[src/hw/rtl/ssdrs_pkg.sv]
package ssdrs_pkg;

  localparam int RegEntries = 128;
  localparam int RegAddrW   = 7;
  localparam int DgBytes    = 5;

  localparam logic [1:0] OP_CS_ASSERT   = 2'd0;
  localparam logic [1:0] OP_CS_DEASSERT = 2'd1;
  localparam logic [1:0] OP_XFER        = 2'd2;

  localparam logic [0:0] CFG_DEVICE_PRESENT = 1'd0;
  localparam logic [0:0] CFG_VALID_IDENTITY = 1'd1;

  localparam logic [RegAddrW-1:0] ADDR_GSTAT      = 7'h01;
  localparam logic [RegAddrW-1:0] ADDR_IOIN       = 7'h04;
  localparam logic [RegAddrW-1:0] ADDR_DRV_STATUS = 7'h6f;

  localparam logic [31:0] IOIN_IDENTITY = (32'h11 << 24) | (32'h1 << 6);
  localparam logic [7:0]  STATUS_FAULT  = 8'h02;
  localparam logic [7:0]  MISO_IDLE     = 8'hff;

endpackage

[src/hw/rtl/spi_stepper_driver_register_slave.sv]
// SPI register slave for a stepper driver using 40-bit datagrams. Each input
// transaction is a chip-select assert, a chip-select deassert or a byte
// transfer; only byte transfers return a byte. A chip-select deassert that
// completes a five-byte datagram with the device present also passes
// through the FIN state, which performs the register write or read on the
// 128 x 32 register file (one synchronous port, registered read). A new
// transaction is taken once no datagram is finishing and the output
// register is free or being emptied. Register file entries read as zero
// until written (per-entry valid bits, cleared at reset), so no clearing
// pass is needed after reset.
module spi_stepper_driver_register_slave
  import ssdrs_pkg::*;
(
  input  logic        clk_i,
  input  logic        rst_ni,
  input  logic        cfg_we_i,
  input  logic [0:0]  cfg_idx_i,
  input  logic [0:0]  cfg_data_i,
  input  logic        s_axis_tvalid,
  output logic        s_axis_tready,
  // opcode[1:0], mosi_byte[9:2], step_level[10], dir_level[11],
  // drive_enabled[12], driver_fault[13], over_temp[14], over_temp_warn[15],
  // undervoltage_set[16], zero[23:17]
  input  logic [23:0] s_axis_tdata,
  output logic        m_axis_tvalid,
  input  logic        m_axis_tready,
  // miso_byte[7:0]
  output logic [7:0]  m_axis_tdata
);

  localparam logic ST_IDLE = 1'b0;
  localparam logic ST_FIN  = 1'b1;

  logic state_q, state_d;
  logic present_q, ident_q;
  logic selected_q;
  logic [2:0] count_q;
  logic [7:0] rx_q [DgBytes];
  logic [7:0] ans_q [DgBytes];
  logic [7:0] pend_q [DgBytes];
  logic uv_q;
  logic [RegEntries-1:0] valid_q;
  logic out_valid_q;
  logic [7:0] out_data_q;

  logic [31:0] mem [RegEntries];
  logic [31:0] rd_q;
  logic rd_valid_q;

  // live inputs of the deassert transaction
  logic step_q, dir_q, en_q, fault_q, ot_q, otw_q, uvset_q;

  logic [1:0] opcode;
  logic [7:0] mosi;
  logic accept;
  logic [RegAddrW-1:0] addr;
  logic [31:0] wval, rval;
  logic [2:0] ans_idx;
  logic mem_we;

  assign opcode = s_axis_tdata[1:0];
  assign mosi   = s_axis_tdata[9:2];
  assign s_axis_tready = (state_q == ST_IDLE) && (!out_valid_q || m_axis_tready);
  assign accept = s_axis_tvalid && s_axis_tready;
  assign m_axis_tvalid = out_valid_q;
  assign m_axis_tdata  = out_data_q;

  assign addr = rx_q[0][RegAddrW-1:0];
  assign wval = {rx_q[1], rx_q[2], rx_q[3], rx_q[4]};
  assign ans_idx = (count_q < 3'd5) ? count_q : 3'd4;
  assign mem_we = (state_q == ST_FIN) && rx_q[0][7] && (addr != ADDR_GSTAT);

  always_comb begin
    rval = 32'd0;
    if (addr == ADDR_GSTAT) begin
      rval[2] = uv_q;
    end else if (addr == ADDR_IOIN) begin
      if (ident_q) rval = IOIN_IDENTITY;
      rval[0] = step_q;
      rval[1] = dir_q;
      rval[4] = !en_q;
    end else if (addr == ADDR_DRV_STATUS) begin
      rval[28:27] = {fault_q, fault_q};
      rval[26] = otw_q;
      rval[25] = ot_q;
    end else if (rd_valid_q) begin
      rval = rd_q;
    end
  end

  always_comb begin
    state_d = state_q;
    unique case (state_q)
      ST_IDLE: if (accept && opcode == OP_CS_DEASSERT && selected_q && count_q == 3'd5
                   && present_q) state_d = ST_FIN;
      ST_FIN:  state_d = ST_IDLE;
      default: state_d = ST_IDLE;
    endcase
  end

  always_ff @(posedge clk_i) begin
    if (mem_we) mem[addr] <= wval;
    rd_q <= mem[addr];
    rd_valid_q <= valid_q[addr];
  end

  always_ff @(posedge clk_i) begin
    if (accept && opcode == OP_CS_DEASSERT) begin
      step_q  <= s_axis_tdata[10];
      dir_q   <= s_axis_tdata[11];
      en_q    <= s_axis_tdata[12];
      fault_q <= s_axis_tdata[13];
      ot_q    <= s_axis_tdata[14];
      otw_q   <= s_axis_tdata[15];
      uvset_q <= s_axis_tdata[16];
    end
    if (accept && opcode == OP_XFER && selected_q && present_q && count_q < 3'd5) begin
      rx_q[count_q] <= mosi;
    end
    if (accept && opcode == OP_XFER) begin
      out_data_q <= (selected_q && present_q) ? ans_q[ans_idx] : MISO_IDLE;
    end
  end

  always_ff @(posedge clk_i or negedge rst_ni) begin
    if (!rst_ni) begin
      state_q     <= ST_IDLE;
      present_q   <= 1'b1;
      ident_q     <= 1'b1;
      selected_q  <= 1'b0;
      count_q     <= 3'd0;
      uv_q        <= 1'b0;
      valid_q     <= '0;
      out_valid_q <= 1'b0;
      for (int i = 0; i < DgBytes; i++) begin
        ans_q[i]  <= 8'd0;
        pend_q[i] <= 8'd0;
      end
    end else begin
      state_q <= state_d;
      if (cfg_we_i) begin
        unique case (cfg_idx_i)
          CFG_DEVICE_PRESENT: present_q <= cfg_data_i[0];
          CFG_VALID_IDENTITY: ident_q   <= cfg_data_i[0];
          default: ;
        endcase
      end
      if (m_axis_tready) out_valid_q <= 1'b0;
      if (accept) begin
        unique case (opcode)
          OP_CS_ASSERT: begin
            if (!selected_q) begin
              count_q <= 3'd0;
              for (int i = 0; i < DgBytes; i++) begin
                ans_q[i]  <= pend_q[i];
                pend_q[i] <= 8'd0;
              end
            end
            selected_q <= 1'b1;
          end
          OP_CS_DEASSERT: selected_q <= 1'b0;
          OP_XFER: begin
            out_valid_q <= 1'b1;
            if (selected_q && present_q && count_q < 3'd5) count_q <= count_q + 3'd1;
          end
          default: ;
        endcase
        // deassert applies the undervoltage set after the register access
        if (s_axis_tdata[16] && !(opcode == OP_CS_DEASSERT && state_d == ST_FIN)) begin
          uv_q <= 1'b1;
        end
      end
      if (state_q == ST_FIN) begin
        if (rx_q[0][7]) begin
          if (addr == ADDR_GSTAT) begin
            if (wval[2]) uv_q <= 1'b0;
          end else begin
            valid_q[addr] <= 1'b1;
          end
        end else begin
          pend_q[0] <= fault_q ? STATUS_FAULT : 8'd0;
          pend_q[1] <= rval[31:24];
          pend_q[2] <= rval[23:16];
          pend_q[3] <= rval[15:8];
          pend_q[4] <= rval[7:0];
        end
        if (uvset_q) uv_q <= 1'b1;
      end
    end
  end

endmodule
[config.mk]
export PLATFORM = sky130hd
export DESIGN_NAME = spi_stepper_driver_register_slave
export DESIGN_NICKNAME = d
export VERILOG_FILES = /design/src/hw/rtl/ssdrs_pkg.sv /design/src/hw/rtl/spi_stepper_driver_register_slave.sv
export SDC_FILE = /design/constraint.sdc
export NUM_CORES = 2
export LEC_CHECK = 0
export BUFFER_PORTS_ARGS = -buffer_cell sky130_fd_sc_hd__buf_2
export CORE_MARGIN = 2
export CORE_UTILIZATION = 45
export CTS_BUF_LIST = sky130_fd_sc_hd__clkbuf_2 sky130_fd_sc_hd__clkbuf_4 sky130_fd_sc_hd__clkbuf_8
export DETAILED_ROUTE_END_ITERATION = 8
export PLACE_DENSITY_LB_ADDON = 0.15
export SKIP_LAST_GASP = 1
export SYNTH_ARGS = -nofsm -noshare
export SYNTH_HDL_FRONTEND = slang
export SYNTH_MEMORY_MAX_BITS = 65536
export SYNTH_SLANG_ARGS = --single-unit
[constraint.sdc]
create_clock -name clk_i -period 7 [get_ports clk_i]
set_clock_uncertainty 0.05 [all_clocks]
set_input_delay 0.7 -clock clk_i [delete_from_list [all_inputs] [get_ports clk_i]]
set_output_delay 0.7 -clock clk_i [all_outputs]
set_load 0.005 [all_outputs]
==> flow_summary.yaml <==
synth:
  yosys_warnings: 0
  yosys.area.top_type: "edfxtp_1"
  post-synth-top-count-cell: "edfxtp_1"
  synthesis.area_um2: 168000
  syn-mean-instance-area_um2: 21.4
  synth_common_cells: "edfxtp_1 (4151), mux4_2 (866), mux2i_1 (441), dfrtp_1 (215), nor2_1 (203)"
  synth_top_area_share_pct: 74.1
  synth.area.top_cells: "edfxtp_1 (74%), mux4_2 (12%), dfrtp_1 (3.2%)"
  synth_async_sr_flop_share_pct: 4.93
  synthCells: 7868
  yosys.cell_types.count: 66
  synthFlopType: "edfxtp_1"
  synth_edf_count: 4151
  ys_seq_area_share_pct: 77.7
  ys_ff_latch: 4401
grt:
  grt_overflow: 0
  grt_pass1_wl_mm: 651
  antenna_found_initial: 17
  grt_max_degree: 146
  grt_use_total_pct: 24.2
  grt_pass1_vias: 85700
floorplanning:
  fp-row-count: 224
  core_um2: 372000
  die_height_um: 615
  initial_core_util_pct: 45.2
  io_pins: 41
  die-width_um: 615
  die_area_um2: 379000
pwr:
  cellLeakagePower_nw: 61.6
  p_clk_share_pct: 42.2
  finalPower_w: 0.0508
  seq_power_share_pct: 56.1
  p_int_w: 0.0402
  switching_share_pct: 21.0
  power.density_nw_per_um2: 267
  combPwrFrac_pct: 1.7
  power_switching_w: 0.0107
  irDropWorstVdd_uv: 186
sta:
  worst_slack_ps: 2070
  slew_headroom_pct: 4.27
  worst_pin_slew_ps: 1400
  rsz0062_at_grt: "false"
  fin_crit_sh_pct: 70.5
  setup_viol: 0
  tns_ps: 0
  hold_viol: 0
  slew_violations: 0
  fmax_mhz: 203
  period_needed_ps: 4930
finish:
  fin_cells: 14100
  layout-drive-gt1-share_pct: 31.0
  nets: 8575
  fin_util_pct: 51.2
  area.growth.synth_to_final_pct: 13.3
  fill_cells: 29800
  multi_input_area_um2: 36600
  ff_latch_area_um2: 131000
cts:
  postCtsSetupBuffers: 0
  cts_htree_levels: 6
  cts_made_buffers: 710
  clk_pin_slew_ps: 60
  cts_hold_buf: 29
  clockRootBuffer: "clkbuf_8"
  postCtsResizedCells: 0
  cts_tree: "done"
  clk_path_buf_depth: 4
  cts.sinks: 4401
  clk_latency_ps: 1220
detailed_routing:
  route.vias.total: 83900
  final_antenna_net_count: 0
  dr.pass1.iters: 5
  viasPerCell: 5.96
  drt_iter0_drc: 9395
  remaining_drc_errors: 0
  route.final.wire_length_mm: 463
  wl_per_cell_um: 32.9
hold_path:
  holdCritStartpoint: "s_axis_tdata[10]"
  holdPathStages: 2
  min_path_type: "input pin to flip-flop"
  hold_end: "step_q"
placed_design:
  gp_congestion: 0.834
  port_buffers: 33
  dp_slack_ps: 2010
  dp.cells: 12800
  dp_hpwl_mm: 265
critical_path:
  crit_path_max_incr_delay_ps: 980
  worstPathCellList: "buf_12 > or4_4 > nor2_1 > nor2_1 > nand3_2 > buf_4 > nor2_4 > buf_4"
  cp_max_fo: 82
  reg2reg_from: "rx_q[0][4]"
  worstSetupPathType: "flip-flop to flip-flop"
  cpMaxStageDelayCell: "nor2_4"
  rr_endpoint: "mem[113][6]"
  critPathCaptureType: "flip-flop"
  critical_path_buf_inv_count: 3
  worstPathRequired_ps: 7870
  cpLargestDelayFamily: "simple AND/OR/NAND/NOR gates"
  critPathArrivalTime_ps: 5800
  r2r_setup_slack_ps: 2070
  r2r_cells: 8
  critPathLaunchType: "flip-flop"
job:
  cap_violations: 0
run_status:
  status: "completed"
worst max-delay path by stage:
stage | cells past startpoint | from | end
final | 8 | rx_q[0][4] | mem[113][6]
after global routing | 8 | rx_q[0][4] | mem[113][11]
after CTS | 8 | rx_q[0][4] | mem[113][11]
after detailed placement | 8 | rx_q[0][4] | mem[113][11]
after global placement | 8 | rx_q[0][4] | mem[113][21]
after floorplan | 7 | rx_q[0][0] | mem[106][0]
per-layer routing:
layer  share of wire (%)  vias to the layer above  wire length [µm]  track usage (%)
met5              0.0076                        -                35                0
met4                 3.5                        6             16000             8.13
met3                 6.9                      712             32200             4.18
met2                  49                     3291            226000             39.6
met1                  41                    45600            189000             33.2
li1                    -                    34400                 -                -
worst register-to-register path: stages (launching register included):
cell and delay, ps:
edfxtp_1 370, buf_12 480, or4_4 490, nor2_1 190
nor2_1 420, nand3_2 710, buf_4 590, nor2_4 1000
buf_4 330
cell usage in the layout, fill, tap and decap left out, types with 125 or more instances in the layout:
master,Yosys,layout
mux2i_1,441,441
dfrtp_1,215,215
buf_4,42,312
a21oi_1,133,132
mux2_2,174,174
clkinv_1,0,163
clkbuf_4,0,272
nor2_4,0,125
nand2_1,200,194
edfxtp_1,4151,4151
mux4_2,866,866
clkbuf_8,0,742
metrics by stage:
step / instance area, µm² / hold slack [ps]
final: 191000 / 140
after global routing: 191000 / 88.2
after CTS: 191000 / 34.3
after detailed placement: 177000 / 313
after global placement: 177000 / 311
after floorplan: 168000 / 354
layout make-up:
| class | count | area share, % |
|---|---|---|
| flip-flops and latches | 4401 | 68.6 |
| multi-input cells | 3020 | 19.2 |
| clock buffers | 1014 | 6.43 |
| well taps | 4972 | 3.26 |
| repair buffers | 403 | 1.78 |
| clock inverters | 251 | 0.729 |
| inverters | 6 | 0.0184 |
| diodes | 6 | 0.00788 |
state kept, by name, indices dropped and copies added (netlist names):
| signal | flops |
|---|---|
| mem | 4096 |
| valid_q | 128 |
| ans_q | 40 |
| pend_q | 40 |
| rx_q | 40 |
| rd_q | 32 |
| m_axis_tdata | 8 |
| count_q | 3 |
| dir_q | 1 |
| en_q | 1 |
| fault_q | 1 |
| ident_q | 1 |
| m_axis_tvalid | 1 |
| ot_q | 1 |
| otw_q | 1 |
| present_q | 1 |
| rd_valid_q | 1 |
| selected_q | 1 |
| state_q | 1 |
| step_q | 1 |
| uv_q | 1 |
| uvset_q | 1 |
power groups by stage:
stage	combinational, W	sequential (W)	clock, W
floorplan	0.000487	0.0291	0
global placement	0.000832	0.0291	0
detailed placement	0.000839	0.0291	0
CTS	0.000858	0.0285	0.0219
global route	0.000897	0.0285	0.0230
finish	0.000848	0.0285	0.0215
cells by family after synthesis:
kind of cell | share of synthesized area, %
AOI/OAI and AO/OA | 3.59
other | 0.00223
adders and majority gates | 0.0149
buffers and inverters | 1.33
and+or+nand+nor | 1.93
muxes | 15.4
DFF | 77.7
(Power assumes the default switching activity.)
